==> config.mk <==
export PLATFORM = sky130hd
export DESIGN_NAME = mma_csr
export DESIGN_NICKNAME = d
export VERILOG_FILES = /design/src/rtl/mma_pkg.sv /design/src/rtl/mma_csr.sv
export SDC_FILE = /design/constraint.sdc
export NUM_CORES = 1
export LEC_CHECK = 0
export ABC_AREA = 0
export ABC_CLOCK_PERIOD_IN_PS = 2100
export BUFFER_PORTS_ARGS = -buffer_cell sky130_fd_sc_hd__buf_2
export CAP_MARGIN = 40
export CORE_AREA = 5 5 68 46
export DETAILED_ROUTE_END_ITERATION = 10
export DIE_AREA = 0 0 73 51
export GPL_ROUTABILITY_DRIVEN = 0
export HOLD_SLACK_MARGIN = 0.15
export MAX_ROUTING_LAYER = met4
export PLACE_DENSITY = 0.8
export SLEW_MARGIN = 25
export SYNTH_ARGS = -nofsm -noshare
export SYNTH_HDL_FRONTEND = slang
export SYNTH_SLANG_ARGS = --single-unit
==> constraint.sdc <==
create_clock -name clock -period 2.1 [get_ports clock]
set_clock_uncertainty 0.2 [all_clocks]
set_input_delay 0.315 -clock clock [delete_from_list [all_inputs] [get_ports clock]]
set_output_delay 0.315 -clock clock [all_outputs]
set_load 0.02 [all_outputs]
==> src/rtl/mma_pkg.sv <==
`timescale 1ns / 1ps
`default_nettype none
package mma_pkg;

   localparam int SUM_W      = 48;
   localparam int TOTAL_W    = 36;
   localparam int PROD_W     = 34;
   localparam int DIV_STEPS  = 63;
   localparam int SQ_STEPS   = 48;
   localparam int SQRT_STEPS = 49;
   localparam int CNT_W      = 6;

   localparam logic [1:0] MODE_LOAD   = 2'd0;
   localparam logic [1:0] MODE_TRIAL  = 2'd1;
   localparam logic [1:0] MODE_COMMIT = 2'd2;
   localparam logic [1:0] MODE_READ   = 2'd3;

   localparam logic [2:0] COMP_X    = 3'd0;
   localparam logic [2:0] COMP_Y    = 3'd1;
   localparam logic [2:0] COMP_Z    = 3'd2;
   localparam logic [2:0] COMP_FULL = 3'd3;
   localparam logic [2:0] COMP_XY   = 3'd4;

   localparam logic [1:0] REG_MATERIAL  = 2'd0;
   localparam logic [1:0] REG_ALL       = 2'd1;
   localparam logic [1:0] REG_NORMALIZE = 2'd2;
   localparam logic [1:0] REG_COMPONENT = 2'd3;

   typedef struct packed {
      logic [1:0]         mode;
      logic               first;
      logic [7:0]         species;
      logic [15:0]        moment;
      logic signed [15:0] spin_x;
      logic signed [15:0] spin_y;
      logic signed [15:0] spin_z;
      logic signed [15:0] trial_x;
      logic signed [15:0] trial_y;
      logic signed [15:0] trial_z;
   } mma_req_type;

   typedef struct packed {
      logic signed [47:0] cv_value;
      logic               status;
   } mma_rsp_type;

   typedef struct packed {
      logic [7:0] material_select;
      logic       all_materials;
      logic       normalize;
      logic [2:0] component;
   } mma_cfg_type;

   typedef enum logic [3:0] {
      OP_NONE, OP_LOAD, OP_MUL, OP_UPDATE, OP_DIV_START, OP_DIV_STEP, OP_DIV_END,
      OP_SQ_START, OP_SQ_STEP, OP_SQRT_START, OP_SQRT_STEP, OP_SQRT_END, OP_OUT
   } mma_op_type;

   typedef struct packed {
      mma_op_type op;
      logic [1:0] idx;
      logic       clear;
   } mma_cmd_type;

   typedef struct packed {
      logic zero_div;
      logic out_busy;
   } mma_stat_type;

   typedef enum logic [3:0] {
      ST_IDLE, ST_MUL, ST_UPDATE, ST_DECIDE, ST_DIV_START, ST_DIV_STEP, ST_DIV_END,
      ST_SQ_START, ST_SQ_STEP, ST_SQRT_START, ST_SQRT_STEP, ST_SQRT_END, ST_FINISH
   } mma_state_type;

endpackage
`default_nettype wire

==> src/rtl/mma_csr.sv <==
`timescale 1ns / 1ps
`default_nettype none
module mma_csr
   import mma_pkg::*;
(
   input  wire logic        clock,
   input  wire logic        reset,
   input  wire logic        csr_psel,
   input  wire logic        csr_penable,
   input  wire logic        csr_pwrite,
   input  wire logic [3:0]  csr_paddr,
   input  wire logic [31:0] csr_pwdata,
   output logic [31:0]      csr_prdata,
   output logic             csr_pready,
   output mma_cfg_type      cfg
);

   mma_cfg_type cfg_ff, cfg_in;
   logic        wr;

   assign wr = csr_psel && csr_penable && csr_pwrite;
   assign csr_pready = 1'b1;
   assign cfg = cfg_ff;

   always_comb begin
      cfg_in = cfg_ff;
      if (wr) begin
         unique case (csr_paddr[3:2])
            REG_MATERIAL:  cfg_in.material_select = csr_pwdata[7:0];
            REG_ALL:       cfg_in.all_materials   = csr_pwdata[0];
            REG_NORMALIZE: cfg_in.normalize       = csr_pwdata[0];
            REG_COMPONENT: cfg_in.component       = csr_pwdata[2:0];
         endcase
      end
   end

   always_comb begin
      unique case (csr_paddr[3:2])
         REG_MATERIAL:  csr_prdata = {24'd0, cfg_ff.material_select};
         REG_ALL:       csr_prdata = {31'd0, cfg_ff.all_materials};
         REG_NORMALIZE: csr_prdata = {31'd0, cfg_ff.normalize};
         REG_COMPONENT: csr_prdata = {29'd0, cfg_ff.component};
      endcase
   end

   always_ff @(posedge clock) begin
      if (reset) begin
         cfg_ff <= '{material_select: 8'd0, all_materials: 1'b1, normalize: 1'b1,
                     component: COMP_Z};
      end else begin
         cfg_ff <= cfg_in;
      end
   end

endmodule
`default_nettype wire

==> results of run 1 <==
cells in the mapped netlist:
cell type,instances,share of area
buf_4,25,0.21
nand2b_1,18,0.13
dfxtp_1,13,0.30
mux2i_1,13,0.15
nor2_1,6,0.026
and2_1,5,0.036
a22o_1,2,0.020
clkbuf_1,2,0.0086
conb_1,2,0.0086
nor3b_1,2,0.017
and2_2,1,0.0086
buf_6,1,0.013
mux4_1,1,0.030
nand2_1,1,0.0043
nand3_2,1,0.011
nor2_2,1,0.0072
nor3_4,1,0.019
through the flow:
step                cells  utilization
global route          166        0.446
finish                166        0.446
detailed placement    157        0.407
CTS                   166        0.446
floorplan             118            -
global placement      157        0.407
cell type report:
| type | count | share of cell area |
|---|---|---|
| tap | 32 | 0.0376 |
| multi-input combinational | 77 | 0.464 |
| timing repair buffer | 40 | 0.212 |
| clock buffer | 4 | 0.0424 |
| sequential | 13 | 0.245 |
per-layer routing:
| metal | wire (um) | up-vias | track usage | part of all wire |
|---|---|---|---|---|
| li1 | - | 336 | - | - |
| met1 | 792 | 305 | 0.121 | 0.39 |
| met2 | 1040 | 37 | 0.196 | 0.51 |
| met3 | 184 | 2 | 0.0294 | 0.091 |
| met4 | 14 | 0 | 0.0368 | 0.0069 |
| met5 | 0 | - | - | 0 |
report_power, final:
group / leakage, uW / internal (uW) / switching, uW
logic: 0.000377 / 36.5 / 78.4
registers: 0.000105 / 250 / 2.29
clock network: 0.0000228 / 134 / 91.7
total: 0.000505 / 421 / 172
how the worst max path moves through the flow:
stage            startpoint             to  slack (ps)  cells after the start
3_5_place_dp   csr_paddr[3]  csr_prdata[2]         300                      4
2_1_floorplan  csr_paddr[3]  csr_prdata[0]         510                      2
6_report       csr_paddr[3]  csr_prdata[6]         280                      4
3_3_place_gp   csr_paddr[3]  csr_prdata[2]         370                      4
4_1_cts        csr_paddr[3]  csr_prdata[2]         300                      4
5_1_grt        csr_paddr[3]  csr_prdata[2]         210                      4
worst min-delay path, stage by stage:
cell and delay [ps]:
buf_2 90, nor2_1 40, mux2i_1 110
cell families after synthesis:
kind of cell / Yosys count / share of synthesized area
compound gates: 2 / 0.0201
buf+inv: 28 / 0.236
flops: 13 / 0.298
mux: 14 / 0.179
other cells: 2 / 0.00860
simple gates: 36 / 0.258
what timing repair did:
item	in CTS	in global routing
endpoints found under the hold margin	5	0
setup endpoints to repair	0	0
hold buffers	5	0
==> results_dict.tcl, run 1 <==
set metrics [dict create \
    largest_register_ffs 13 \
    status "finished clean" \
    clock-sinks 13 \
    multi_input_area_um2 493 \
    layout_commonest_cell "buf_2" \
    die-area_mm2 0.00372 \
    post-cts-setup-buffers 0 \
    crit_family "simple AND/OR/NAND/NOR gates" \
    diodes 0 \
    rows 14 \
    cp_max_fo 7 \
    ys_ff_latch 13 \
    core-area_mm2 0.00238 \
    start_util 0.367 \
    numCtsBuffers 3 \
    hold_viol_final 0 \
    antenna_found_initial 0 \
    port_buffers 35 \
    area_growth_pct 21.8 \
    worstReg2RegEnd "cfg[4]$_SDFFE_PP1P_" \
    finalNetCount 176 \
    post-place-ws_ps 304 \
    tightest_slew_ps 552 \
    min_period_ps 1820 \
    drc 0 \
    finalWirelength_um 2030 \
    worstHoldStart "csr_pwdata[1]" \
    holdPathStages 3 \
    fp.dieH_um 51 \
    path_cells "buf_2, nor2_1, and2_1, buf_2" \
    arrival_ps 1310 \
    syn-cell-area_um2 873 \
    clockBufferDepth 2 \
    layout_common_cells "35 x buf_2, 25 x conb_1, 18 x nand2b_1" \
    root_buffer "clkbuf_8" \
    critical_path_class "in -> out" \
    setup_violations 0 \
    min_to "cfg[1]$_SDFFE_PP1P_" \
    drive_gt1_frac 0.313 \
    maxCapViolCount 0 \
    cts_resized 0 \
    synthCells 95 \
    cp_slowest_stage_delay_ps 460 \
    fillers 237 \
    fin_ws_ps 280 \
    fmax_ghz 0.549 \
    p_total_uw 593 \
    path_clk_slew_ps 60 \
    p_leak_uw 0.000505 \
    grt_pass1_wl_um 3020 \
    grt_overflow_total 0 \
    finalCritPeriodShare 0.867 \
    rsz0062_at_grt "no" \
    fin_area_mm2 0.00106 \
    rr_worst_depth 2 \
    crit_path_top_delay_cell "nor2_1" \
    grt_pass1_vias 654 \
    syn_area_per_cell_um2 9.19 \
    dr.pass1.iters 5 \
    grt_start_max_net_pins 24 \
    placed_cell_area_um2 968 \
    r2r_slack_ps 1220 \
    wl_per_cell_um 12.2 \
    grt.total_usage 0.111 \
    slew_viol_final 0 \
    tns_ps 0 \
    ys_seq_area_frac 0.298 \
    io_pins 87 \
    dpl.hpwl_um 1560 \
    dr.first_iter.drc_count 10 \
    yosys_warnings 0 \
    crit_buf_inv 2 \
    cts_tree "built" \
    vias_per_cell 4.10 \
    die_width_um 73 \
    powerDensity_mw_per_mm2 558 \
    relSlewSlack 0.631 \
    worst_hold_slack_ps 150 \
    regToRegStartpoint "cfg[4]$_SDFFE_PP1P_" \
    htree_levels 1 \
    regArea_um2 260 \
    vias 680 \
    ant_nets 0 \
    cp-start-kind "input port" \
    min_path_type "in -> reg" \
    endpoint_kind "output port" \
    critical_path.most_common_cell "buf_2" \
    crit_required_ps 1580 \
    clk_latency_ps 240 \
    netlist-cell-type-count 17 \
    peakVddDrop_v 0.000311 \
]
(Power assumes the default switching activity.)
==> run 2: changes to the inputs <==
CORE_AREA = 2 2 65 43   (was 5 5 68 46)
DIE_AREA = 0 0 67 45   (was 0 0 73 51)
==> results_dict.tcl, run 2 (synthesis gave the netlist of run 1 again) <==
set metrics [dict create \
    start_util 0.367 \
    worstHoldStart "csr_pwdata[1]" \
    fmax_ghz 0.564 \
    cts.hold.buffers_added 5 \
    grt_pass1_vias 551 \
    drc 0 \
    min_path_type "in -> reg" \
    placed_cell_area_um2 968 \
    layout_common_cells "35 x buf_2, 25 x conb_1, 18 x nand2b_1" \
    cp_max_fo 3 \
    hold_viol_final 0 \
    rsz0062_at_grt "no" \
    tns_ps 0 \
    critical_path_class "reg -> out" \
    setup_violations 0 \
    root_buffer "clkbuf_8" \
    cp-start-kind "flip-flop" \
    vias_per_cell 4.01 \
    htree_levels 1 \
    endpoint_kind "output port" \
    fp.dieH_um 45 \
    core-area_mm2 0.00238 \
    min_period_ps 1770 \
    clockBufferDepth 2 \
    port_buffers 35 \
    powerDensity_mw_per_mm2 551 \
    ant_nets 0 \
    peakVddDrop_v 0.000255 \
    p_leak_uw 0.000505 \
    wl_per_cell_um 10.0 \
    grt_pass1_wl_um 2460 \
    fin_area_mm2 0.00106 \
    numCtsBuffers 3 \
    cts_tree "built" \
    post-cts-setup-buffers 0 \
    postLayoutCoreUtil 0.446 \
    instances_no_fill 166 \
    antenna_found_initial 0 \
    diodes 0 \
    crit_start "cfg[3]$_SDFFE_PP1P_" \
    regToRegStartpoint "cfg[7]$_SDFFE_PP0P_" \
    vias 666 \
    largest_register_ffs 13 \
    io_pins 87 \
    crit_required_ps 1580 \
    tightest_slew_ps 524 \
    dr.first_iter.drc_count 3 \
    slew_viol_final 0 \
    clk_latency_ps 240 \
    cts_resized 0 \
    maxCapViolCount 0 \
    dr.pass1.iters 5 \
    grt.total_usage 0.112 \
    relSlewSlack 0.649 \
    die-area_mm2 0.00302 \
    rows 14 \
    post-place-ws_ps 309 \
    fin_ws_ps 328 \
    grt_start_max_net_pins 24 \
    die_width_um 67 \
    clock-sinks 13 \
    finalNetCount 176 \
    path_clk_slew_ps 60 \
    layout_commonest_cell "buf_2" \
    finalWirelength_um 1660 \
    grt_overflow_total 0 \
    arrival_ps 1260 \
    finalCritPeriodShare 0.844 \
    area_growth_pct 21.8 \
    dpl.hpwl_um 1310 \
    status "finished clean" \
    drive_gt1_frac 0.313 \
    dp.cells 157 \
]
run 2: cell type report:
| type | count | area, um^2 |
|---|---|---|
| clock buffer | 4 | 45.0 |
| fill | 246 | 1320 |
| multi-input combinational | 77 | 493 |
| sequential | 13 | 260 |
| tap | 32 | 40.0 |
| timing repair buffer | 40 | 225 |
run 2: worst paths after layout:
check                        end  slack [ps]  cells after the start
min          cfg[1]$_SDFFE_PP1P_         150                      3
max reg2reg  cfg[7]$_SDFFE_PP0P_        1280                      2
max                csr_prdata[0]         330                      2
min reg2reg  cfg[8]$_SDFFE_PP0P_         280                      2
run 2: critical path: stages, from the launching register on:
cell	delay [ps]
dfxtp_1	330
mux4_1	510
buf_2	180
run 2: metal layers:
metal  GRT usage  wire length, um  vias to the layer above
li1            -                -                      335
met1       0.131              720                      299
met2       0.190              809                       32
met3      0.0274              134                        0
met4      0.0367                0                        0
met5           -                0                        -
run 2: power breakdown:
part / switching, uW / internal (uW) / leakage, uW
registers: 2.22 / 250 / 0.000105
logic: 76.6 / 36.6 / 0.000377
clock network: 87.2 / 134 / 0.0000228
run 2: metrics by stage:
step | power [uW] | hold WS, ps
floorplan | 373 | 270
global placement | 361 | 265
detailed placement | 363 | 278
CTS | 594 | 152
global route | 610 | 164
finish | 586 | 150
