<file path="src/rtl/mma_pkg.sv">
`timescale 1ns / 1ps
`default_nettype none
package mma_pkg;

   localparam int SUM_W      = 48;
   localparam int TOTAL_W    = 36;
   localparam int PROD_W     = 34;
   localparam int DIV_STEPS  = 63;
   localparam int SQ_STEPS   = 48;
   localparam int SQRT_STEPS = 49;
   localparam int CNT_W      = 6;

   localparam logic [1:0] MODE_LOAD   = 2'd0;
   localparam logic [1:0] MODE_TRIAL  = 2'd1;
   localparam logic [1:0] MODE_COMMIT = 2'd2;
   localparam logic [1:0] MODE_READ   = 2'd3;

   localparam logic [2:0] COMP_X    = 3'd0;
   localparam logic [2:0] COMP_Y    = 3'd1;
   localparam logic [2:0] COMP_Z    = 3'd2;
   localparam logic [2:0] COMP_FULL = 3'd3;
   localparam logic [2:0] COMP_XY   = 3'd4;

   localparam logic [1:0] REG_MATERIAL  = 2'd0;
   localparam logic [1:0] REG_ALL       = 2'd1;
   localparam logic [1:0] REG_NORMALIZE = 2'd2;
   localparam logic [1:0] REG_COMPONENT = 2'd3;

   typedef struct packed {
      logic [1:0]         mode;
      logic               first;
      logic [7:0]         species;
      logic [15:0]        moment;
      logic signed [15:0] spin_x;
      logic signed [15:0] spin_y;
      logic signed [15:0] spin_z;
      logic signed [15:0] trial_x;
      logic signed [15:0] trial_y;
      logic signed [15:0] trial_z;
   } mma_req_type;

   typedef struct packed {
      logic signed [47:0] cv_value;
      logic               status;
   } mma_rsp_type;

   typedef struct packed {
      logic [7:0] material_select;
      logic       all_materials;
      logic       normalize;
      logic [2:0] component;
   } mma_cfg_type;

   typedef enum logic [3:0] {
      OP_NONE, OP_LOAD, OP_MUL, OP_UPDATE, OP_DIV_START, OP_DIV_STEP, OP_DIV_END,
      OP_SQ_START, OP_SQ_STEP, OP_SQRT_START, OP_SQRT_STEP, OP_SQRT_END, OP_OUT
   } mma_op_type;

   typedef struct packed {
      mma_op_type op;
      logic [1:0] idx;
      logic       clear;
   } mma_cmd_type;

   typedef struct packed {
      logic zero_div;
      logic out_busy;
   } mma_stat_type;

   typedef enum logic [3:0] {
      ST_IDLE, ST_MUL, ST_UPDATE, ST_DECIDE, ST_DIV_START, ST_DIV_STEP, ST_DIV_END,
      ST_SQ_START, ST_SQ_STEP, ST_SQRT_START, ST_SQRT_STEP, ST_SQRT_END, ST_FINISH
   } mma_state_type;

endpackage
`default_nettype wire

</file>
<file path="src/rtl/mma_controller.sv">
`timescale 1ns / 1ps
`default_nettype none
module mma_controller
   import mma_pkg::*;
(
   input  wire logic         clock,
   input  wire logic         reset,
   input  wire mma_cfg_type  cfg,
   input  wire mma_stat_type stat,
   input  wire logic         req_valid,
   output logic              req_stall,
   output mma_cmd_type       cmd
);

   mma_state_type    state_ff, state_in;
   logic [CNT_W-1:0] cnt_ff, cnt_in;
   logic [1:0]       idx_ff, idx_in;
   logic             mag;
   logic [1:0]       last_sq;

   assign mag = (cfg.component == COMP_FULL) || (cfg.component == COMP_XY);
   assign last_sq = (cfg.component == COMP_FULL) ? 2'd2 : 2'd1;

   always_comb begin
      state_in = state_ff;
      cnt_in = cnt_ff;
      idx_in = idx_ff;
      cmd.op = OP_NONE;
      cmd.idx = idx_ff;
      cmd.clear = (idx_ff == 2'd0);
      req_stall = (state_ff != ST_IDLE);
      unique case (state_ff)
         ST_IDLE: begin
            if (req_valid) begin
               cmd.op = OP_LOAD;
               state_in = ST_MUL;
            end
         end
         ST_MUL: begin
            cmd.op = OP_MUL;
            state_in = ST_UPDATE;
         end
         ST_UPDATE: begin
            cmd.op = OP_UPDATE;
            state_in = ST_DECIDE;
         end
         ST_DECIDE: begin
            idx_in = 2'd0;
            if (stat.zero_div) begin
               state_in = ST_FINISH;
            end else if (cfg.normalize) begin
               state_in = ST_DIV_START;
            end else if (mag) begin
               state_in = ST_SQ_START;
            end else begin
               state_in = ST_FINISH;
            end
         end
         ST_DIV_START: begin
            cmd.op = OP_DIV_START;
            cnt_in = '0;
            state_in = ST_DIV_STEP;
         end
         ST_DIV_STEP: begin
            cmd.op = OP_DIV_STEP;
            cnt_in = cnt_ff + 1'b1;
            if (cnt_ff == CNT_W'(DIV_STEPS - 1)) begin
               state_in = ST_DIV_END;
            end
         end
         ST_DIV_END: begin
            cmd.op = OP_DIV_END;
            if (idx_ff == 2'd2) begin
               idx_in = 2'd0;
               state_in = mag ? ST_SQ_START : ST_FINISH;
            end else begin
               idx_in = idx_ff + 1'b1;
               state_in = ST_DIV_START;
            end
         end
         ST_SQ_START: begin
            cmd.op = OP_SQ_START;
            cnt_in = '0;
            state_in = ST_SQ_STEP;
         end
         ST_SQ_STEP: begin
            cmd.op = OP_SQ_STEP;
            cnt_in = cnt_ff + 1'b1;
            if (cnt_ff == CNT_W'(SQ_STEPS - 1)) begin
               if (idx_ff == last_sq) begin
                  state_in = ST_SQRT_START;
               end else begin
                  idx_in = idx_ff + 1'b1;
                  state_in = ST_SQ_START;
               end
            end
         end
         ST_SQRT_START: begin
            cmd.op = OP_SQRT_START;
            cnt_in = '0;
            state_in = ST_SQRT_STEP;
         end
         ST_SQRT_STEP: begin
            cmd.op = OP_SQRT_STEP;
            cnt_in = cnt_ff + 1'b1;
            if (cnt_ff == CNT_W'(SQRT_STEPS - 1)) begin
               state_in = ST_SQRT_END;
            end
         end
         ST_SQRT_END: begin
            cmd.op = OP_SQRT_END;
            state_in = ST_FINISH;
         end
         ST_FINISH: begin
            if (!stat.out_busy) begin
               cmd.op = OP_OUT;
               state_in = ST_IDLE;
            end
         end
         default: begin
            state_in = ST_IDLE;
         end
      endcase
   end

   always_ff @(posedge clock) begin
      if (reset) begin
         state_ff <= ST_IDLE;
         cnt_ff <= '0;
         idx_ff <= '0;
      end else begin
         state_ff <= state_in;
         cnt_ff <= cnt_in;
         idx_ff <= idx_in;
      end
   end

endmodule
`default_nettype wire

</file>
<file path="config.mk">
export PLATFORM = sky130hd
export DESIGN_NAME = mma_controller
export DESIGN_NICKNAME = d
export VERILOG_FILES = /design/src/rtl/mma_pkg.sv /design/src/rtl/mma_controller.sv
export SDC_FILE = /design/constraint.sdc
export NUM_CORES = 1
export LEC_CHECK = 0
export BUFFER_PORTS_ARGS = -buffer_cell sky130_fd_sc_hd__buf_2
export CAP_MARGIN = 10
export CORE_MARGIN = 2
export CORE_UTILIZATION = 54
export CTS_BUF_LIST = sky130_fd_sc_hd__clkbuf_2
export CTS_CLUSTER_SIZE = 10
export DETAILED_ROUTE_END_ITERATION = 7
export PLACE_DENSITY = 0.89
export SLEW_MARGIN = 40
export SYNTH_ARGS = -nofsm -noshare
export SYNTH_HDL_FRONTEND = slang
export SYNTH_SLANG_ARGS = --single-unit
</file>
<file path="constraint.sdc">
create_clock -name clock -period 2.3 [get_ports clock]
set_input_delay 0.23 -clock clock [delete_from_list [all_inputs] [get_ports clock]]
set_output_delay 0.23 -clock clock [all_outputs]
set_load 0.01 [all_outputs]
</file>
==> flow_summary.toml, run 1 <==
[outcome]
status = "completed"

[floorplan]
core_mm2 = 0.00176
num_rows = 15
dieArea_mm2 = 0.00229
die_x_um = 47.9
pin_count = 26
die_h_um = 47.9
start_util_pct = 59.0

[clocking]
clockRootBuffer = "clkbuf_2"
cts_resized = 0
cts_buffers = 3
tritoncts = "done"
clockBufferDepth = 2
clkTransAtPathRegs_ns = 0.10
htreeDepth = 1
insertion_delay_ns = 0.27
cts_hold_buf = 0
cts_num_sinks = 12
cts_setup_buffers = 0

[global_route]
grt_usage_pct = 24.3
grt_pass1_vias = 928
grt_pass1_wl_um = 3950
grt-ovfl-total = 0
grt_max_degree = 20
grt_antenna_before_repair = 0

[critical_path]
crit_path_end_kind = "flop"
r2r-start = "state_ff[3]"
startpoint = "state_ff[3]"
required_ns = 2.51
reg2reg_slack_ns = 0.30
cp.arrival_ns = 2.21
critPathLaunchType = "flop"
crit_type = "flop to flop"
cp_max_fo = 9
r2r_end = "idx_ff[1]"
endpoint = "idx_ff[1]"
worstRegToRegCells = 4

[detailed_routing]
route.detailed.drc = 0
vias_per_cell = 6.18
ant_nets = 0
vias = 1107
drtIter0Drc = 58
wire_per_inst_um = 13.9
drt-total-wl_um = 2490
first_pass_iters = 6

[place]
dp_hpwl_um = 1860
gp_congestion = 0.839
numPortBuffers = 16
place_area_mm2 = 0.00115
placed_cells = 176

[power_and_ir_drop]
power_mw = 0.906
p_leak_nw = 0.486
ir_drop_uv = 381
pwr_density_cell_mw_per_mm2 = 776

[hold_path]
worst_hold_path_type = "input port to flop"

[timing]
hold_viol_final = 0
period_share_pct = 86.9
skew_ns = 0.00843
fin_crit_ns = 2.00
timing.fmax_ghz = 0.500
relSlewSlack_pct = 71.1
tns_ns = 0
setup_viol = 0
grt_setup_unrepaired = "no"
worst_pin_slew_ns = 0.428
drv_slew = 0

[run]
drv_cap = 0

[logic_synthesis]
synth_ff_type = "dfxtp_1"
synth_most_common_cell = "nor2_1"
synth_cells = 138
synth_largest_area_cell = "dfxtp_1"
synth_common_cells = "15 x nor2_1, 12 x dfxtp_1, 9 x a21oi_1, 9 x nand2_1, 9 x o21ai_0"
synthTopCellsByArea = "dfxtp_1 23%, ha_1 8.4%, nor2_1 5.4%"
seq_area_frac_synth_pct = 23.1
yosys_warnings = 0
synth-seq-cells = 12
synthArstFlopShare_pct = 0
synth_top_area_share_pct = 23.1
synth.cell_area_mm2 = 0.00104
synth_edf_count = 0
avgSynthCellArea_um2 = 7.54
ys_types = 46
syn_nets = 163

[finish]
design_area_mm2 = 0.00117
stdcell_count = 179
syn2layout_area_growth_pct = 12.1
post-route-util_pct = 66.2
nNetsFinal = 181
antenna_cells = 0
layout-drive-gt1-share_pct = 18.8
[flip-flops by register name (all words and copies together), names as in the netlist]
register	cells
cnt_ff	6
idx_ff	2
state_ff	4
[layer usage]
metal | routed length [um] | share of wire [%] | vias up | GRT usage (%)
li1 | - | - | 542 | -
met1 | 1100 | 44 | 515 | 32.3
met2 | 1190 | 48 | 48 | 39.7
met3 | 189 | 7.6 | 2 | 6.79
met4 | 4 | 0.16 | 0 | 4.32
met5 | 0 | 0 | - | 0
[how the worst min path moves through the flow]
| stage | end | startpoint | cells after the start | slack [ns] |
|---|---|---|---|---|
| finish | idx_ff[1] | reset | 2 | 0.29 |
| detailed placement | cnt_ff[3] | cnt_ff[3] | 1 | 0.50 |
| floorplan | state_ff[1] | reset | 1 | 0.35 |
| global placement | cnt_ff[3] | cnt_ff[3] | 1 | 0.50 |
| CTS | idx_ff[1] | reset | 2 | 0.29 |
| global route | idx_ff[1] | reset | 2 | 0.30 |
[worst max-delay path, cell delays in order (launching register included)]
cell and delay [ns]:
dfxtp_1 0.49, or4b_4 0.54, o32a_1 0.40, or3_1 0.38
a21oi_2 0.13
[cells in the final DEF (no fill, tap or decap), types with 7 or more instances in the layout]
master,n
inv_1,7
ha_1,7
a21oi_1,9
nor2_1,15
o21ai_0,9
nand2_1,9
buf_2,16
dfxtp_1,12
[power breakdown]
part	switching, mW	internal [mW]
logic	0.311	0.225
clock network	0.0666	0.0355
registers	0.0341	0.234
total	0.412	0.494
[logic make-up (layout without fill, tap and decap cells)]
family / after synthesis / count (layout) / synth area share (%)
simple gates: 55 / 55 / 29.6
mux: 1 / 1 / 0.962
buf+inv: 15 / 31 / 6.13
fa+ha+maj: 7 / 7 / 8.41
compound gates: 46 / 46 / 30.2
xor+xnor: 2 / 2 / 1.68
flops: 12 / 12 / 23.1
[per-stage QoR]
stage,hold slack [ns],worst slack (ns)
after floorplan,0.345,0.467
after global routing,0.298,0.224
after global placement,0.495,0.375
after CTS,0.292,0.306
after detailed placement,0.500,0.330
final,0.286,0.300
[cell type report]
| type | count | area (um2) |
|---|---|---|
| clock buffer | 3 | 15.0 |
| fill | 159 | 597 |
| inverter | 7 | 26.3 |
| multi-input combinational | 111 | 737 |
| sequential | 12 | 240 |
| tap | 25 | 31.3 |
| timing repair buffer | 21 | 118 |
Note: power is estimated with default switching activity, not from simulation.
==> run 2, diff against run 1 <==
Settings changed: ABC_CLOCK_PERIOD_IN_PS from default to 2300, CELL_PAD_IN_SITES_DETAIL_PLACEMENT from default to 0, CELL_PAD_IN_SITES_GLOBAL_PLACEMENT from default to 2, CORE_UTILIZATION 54 to 30, PLACE_DENSITY 0.89 to 0.88.
==> flow_summary.toml, run 2 (synthesis results as in run 1) <==
[timing]
worst_pin_slew_ns = 0.462
relSlewSlack_pct = 68.8
timing.fmax_ghz = 0.515
drv_slew = 0
setup_ws_ns = 0.359
tns_ns = 0
fin_crit_ns = 1.94
hold_viol_final = 0
grt_setup_unrepaired = "no"
period_share_pct = 84.4
setup_viol = 0
skew_ns = 0.00612

[finish]
layout-drive-gt1-share_pct = 19.4
registers.top_by_ff_count = "cnt_ff"
antenna_cells = 0
seq_area_um2 = 240
top_regs = "cnt_ff: 6 flops, state_ff: 4 flops, idx_ff: 2 flops"
stdcell_count = 201
multiInputGateArea_um2 = 737
largest_reg_flops = 6
most-common-layout-cells = "16 x buf_2, 15 x nor2_1, 12 x dfxtp_1"
syn2layout_area_growth_pct = 15.4
fillers = 371
final_common_cell = "buf_2"
nNetsFinal = 182

[detailed_routing]
route.detailed.drc = 0
vias_per_cell = 5.34
vias = 1073
drt-total-wl_um = 2580
wire_per_inst_um = 12.9
ant_nets = 0
drtIter0Drc = 72
first_pass_iters = 4

[global_route]
use_met1_pct = 18.1
grt_pass1_wl_um = 4440
use_met3_pct = 1.44
grt_max_degree = 20
grt_usage_pct = 13.3
grt_antenna_before_repair = 0
grt-busiest-layer = "met2"
grt_pass1_vias = 1005
grt-ovfl-total = 0
met2_usage_pct = 22.2

[clocking]
cts_resized = 0
clockBufferDepth = 2
insertion_delay_ns = 0.26
cts_hold_buf = 0
cts_num_sinks = 12
htreeDepth = 1
clockRootBuffer = "clkbuf_2"
cts_setup_buffers = 0
tritoncts = "done"
cts_buffers = 3
clkTransAtPathRegs_ns = 0.11

[place]
numPortBuffers = 16
dpl_worst_slack_ns = 0.376
dp_hpwl_um = 1980
placed_cells = 198
gp_congestion = 0.838

[critical_path]
startpoint = "state_ff[1]"
cp_max_fo = 7
r2r_end = "idx_ff[1]"
crit_type = "flop to flop"
r2r-start = "state_ff[1]"
critPathLaunchType = "flop"
required_ns = 2.50
reg2reg_slack_ns = 0.36
crit_path_end_kind = "flop"
worstRegToRegCells = 4
cp.arrival_ns = 2.14

[floorplan]
core_mm2 = 0.00334
pin_count = 26
die_h_um = 62.9
die_x_um = 62.9
num_rows = 21
dieArea_mm2 = 0.00396
start_util_pct = 31.2

[hold_path]
min_to = "cnt_ff[1]"
hp-start = "reset"
worst_hold_path_type = "input port to flop"
hold-path-cell-count = 2

[power_and_ir_drop]
power_mw = 0.915
p_leak_nw = 0.491
ir_drop_uv = 244
pwr_density_cell_mw_per_mm2 = 762

[outcome]
status = "completed"

[run]
drv_cap = 0
==> run 2: cell count changes in the layout (fill, tap and decap cells not counted) <==
cell,before,now
buf_4,5,6
==> run 2: layout make-up <==
class | instances | area share [%]
inverter | 7 | 2.19
sequential | 12 | 20.0
clock buffer | 3 | 1.25
multi-input combinational | 111 | 61.4
timing repair buffer | 22 | 10.4
tap | 46 | 4.79
==> run 2: worst max path at each step <==
stage,end,slack [ns],depth (start not counted)
after floorplan,idx_ff[1],0.47,5
after global placement,idx_ff[1],0.40,4
after detailed placement,idx_ff[1],0.38,4
after CTS,idx_ff[1],0.35,4
after global routing,cmd[3],0.27,5
final,idx_ff[1],0.36,4
==> run 2: report_power, final <==
part	switching, mW	internal (mW)
clock network	0.0658	0.0356
logic	0.316	0.227
registers	0.0364	0.234
total	0.418	0.497
==> run 2: through the flow <==
stage | area [um2] | utilization [%] | hold slack [ns]
6_report | 1200 | 36.0 | 0.299
5_1_grt | 1200 | 36.0 | 0.301
4_1_cts | 1200 | 36.0 | 0.283
3_5_place_dp | 1190 | 35.5 | 0.523
3_3_place_gp | 1190 | 35.5 | 0.499
2_1_floorplan | 1040 | - | 0.345
==> run 2: critical path, stage by stage, from the launching register on <==
cell,delay [ns]
dfxtp_1,0.38
or4b_4,0.58
o32a_1,0.41
or3_1,0.38
a21oi_2,0.14
==> run 2: layer usage <==
| layer | vias up | wire length (um) |
|---|---|---|
| li1 | 544 | - |
| met5 | - | 0 |
| met3 | 4 | 109 |
| met4 | 0 | 17 |
| met2 | 21 | 1160 |
| met1 | 504 | 1300 |
==> run 3, diff against run 2 <==
Settings changed: ABC_CLOCK_PERIOD_IN_PS 2300 to 1900.
Clock period 2.3 ns to 1.9 ns, I/O delays scaled along.
==> flow_summary.toml, run 3 (synthesis results as in run 1) <==
[critical_path]
cp.buffers_inverters = 0
endpoint = "idx_ff[1]"
crit_path_end_kind = "flop"
path_delay_family = "simple AND/OR/NAND/NOR gates"
r2r-start = "state_ff[1]"
r2r_end = "idx_ff[1]"
path_cells = "or4b_4 > o32a_1 > or3_1 > a21oi_2"
cp.arrival_ns = 2.03
critPathLaunchType = "flop"
critPathSlowestCell = "or4b_4"
cpPeakStageDelay_ns = 0.56
startpoint = "state_ff[1]"
crit_type = "flop to flop"
reg2reg_slack_ns = 0.08
cp_max_fo = 4
required_ns = 2.11
cp_num_cells = 4
worstRegToRegCells = 4

[finish]
syn2layout_area_growth_pct = 20.1
post-route-util_pct = 37.5
antenna_cells = 0
top_regs = "cnt_ff: 6 flops, state_ff: 4 flops, idx_ff: 2 flops"
final_common_cell = "buf_2"
fillers = 378
registers.top_by_ff_count = "cnt_ff"
largest_reg_flops = 6
most-common-layout-cells = "16 x buf_2, 15 x nor2_1, 11 x dfxtp_1, 11 x buf_4"
stdcell_count = 207
design_area_mm2 = 0.00125
nNetsFinal = 187
layout-drive-gt1-share_pct = 23.0

[floorplan]
die_h_um = 62.9
die_x_um = 62.9
num_rows = 21
dieArea_mm2 = 0.00396
core_mm2 = 0.00334
start_util_pct = 31.2
pin_count = 26

[clocking]
cts_num_sinks = 12
cts_buffers = 3
cts_setup_buffers = 0
clkTransAtPathRegs_ns = 0.13
tritoncts = "done"
clockBufferDepth = 2
htreeDepth = 1
insertion_delay_ns = 0.27
clockRootBuffer = "clkbuf_2"

[timing]
skew_ns = 0.0127
period_share_pct = 95.7
grt_setup_unrepaired = "no"
tns_ns = 0
drv_slew = 0
fin_crit_ns = 1.82
hold_viol_final = 0
worst_pin_slew_ns = 0.486
whs_ns = 0.245
timing.fmax_ghz = 0.550
setup_ws_ns = 0.0814
setup_viol = 0
relSlewSlack_pct = 67.6

[place]
placed_cells = 203
dpl_worst_slack_ns = 0.0949
dp_hpwl_um = 1990
numPortBuffers = 16
gp_congestion = 0.828
place_area_mm2 = 0.00122

[global_route]
grt-ovfl-total = 0
grt_pass1_vias = 1036
grt_max_degree = 20
grt_antenna_before_repair = 0
grt_pass1_wl_um = 4660
grt_usage_pct = 14.2

[power_and_ir_drop]
swShare_pct = 45.4
pwr-share-seq_pct = 26.2
power_switching_mw = 0.527
power_mw = 1.16
p_comb_share_pct = 62.1
ir_drop_uv = 296
p_clk_share_pct = 11.6
intPower_mw = 0.635
p_leak_nw = 0.519
pwr_density_cell_mw_per_mm2 = 929

[detailed_routing]
route.detailed.drc = 0
wire_per_inst_um = 12.9
drt-total-wl_um = 2680
drtIter0Drc = 106
ant_nets = 0
first_pass_iters = 4
vias_per_cell = 5.33
vias = 1104

[outcome]
status = "completed"

[hold_path]
worst_hold_path_type = "input port to flop"

[run]
drv_cap = 0
==> run 3: changes by cell type in the layout (fill, tap and decap cells not counted), sizes merged <==
cell,change
clkinv,+1
buf,+5
==> run 3: worst min-delay path by stage <==
| stage | startpoint | to | slack [ns] | cells past startpoint |
|---|---|---|---|---|
| after floorplan | reset | state_ff[1] | 0.31 | 1 |
| after global placement | cnt_ff[4] | cnt_ff[4] | 0.50 | 2 |
| after detailed placement | cnt_ff[3] | cnt_ff[3] | 0.51 | 1 |
| after CTS | reset | idx_ff[1] | 0.23 | 2 |
| after global routing | reset | cnt_ff[1] | 0.25 | 2 |
| final | reset | cnt_ff[1] | 0.24 | 2 |
==> run 3: area by class of cell <==
type	count	area [um2]	area share, %
Multi-Input combinational cell	111	743	59.5
Sequential cell	12	241	19.3
Timing Repair Buffer	27	163	13.0
Tap cell	46	57.6	4.60
Inverter	7	26.3	2.10
Clock buffer	3	15.0	1.20
Clock inverter	1	3.75	0.300
==> run 3: power by group through the flow <==
stage	Combinational [mW]	Clock (mW)	Sequential, mW
6_report	0.721	0.135	0.305
5_1_grt	0.801	0.150	0.308
4_1_cts	0.716	0.145	0.305
3_5_place_dp	0.713	0	0.310
3_3_place_gp	0.706	0	0.308
2_1_floorplan	0.489	0	0.308
==> run 3: worst reg2reg max path, stage by stage (launching register included) <==
cell and delay, ns:
dfxtp_1 0.34, or4b_4 0.56, o32a_1 0.37, or3_1 0.37, a21oi_2 0.13
==> run 3: per-layer routing <==
metal  share of wire (%)  track usage (%)  vias to the layer above  wire, um
li1                    -                -                      558         -
met1                  48             17.5                      510      1270
met2                  47             24.9                       30      1250
met3                 4.4             1.62                        6       119
met4                 1.2             5.56                        0        32
met5                   0                0                        -         0
==> run 3: timing repair <==
item,in CTS,in global routing
setup endpoints to repair,0,7
gates resized for setup,0,2
hold buffers,0,0
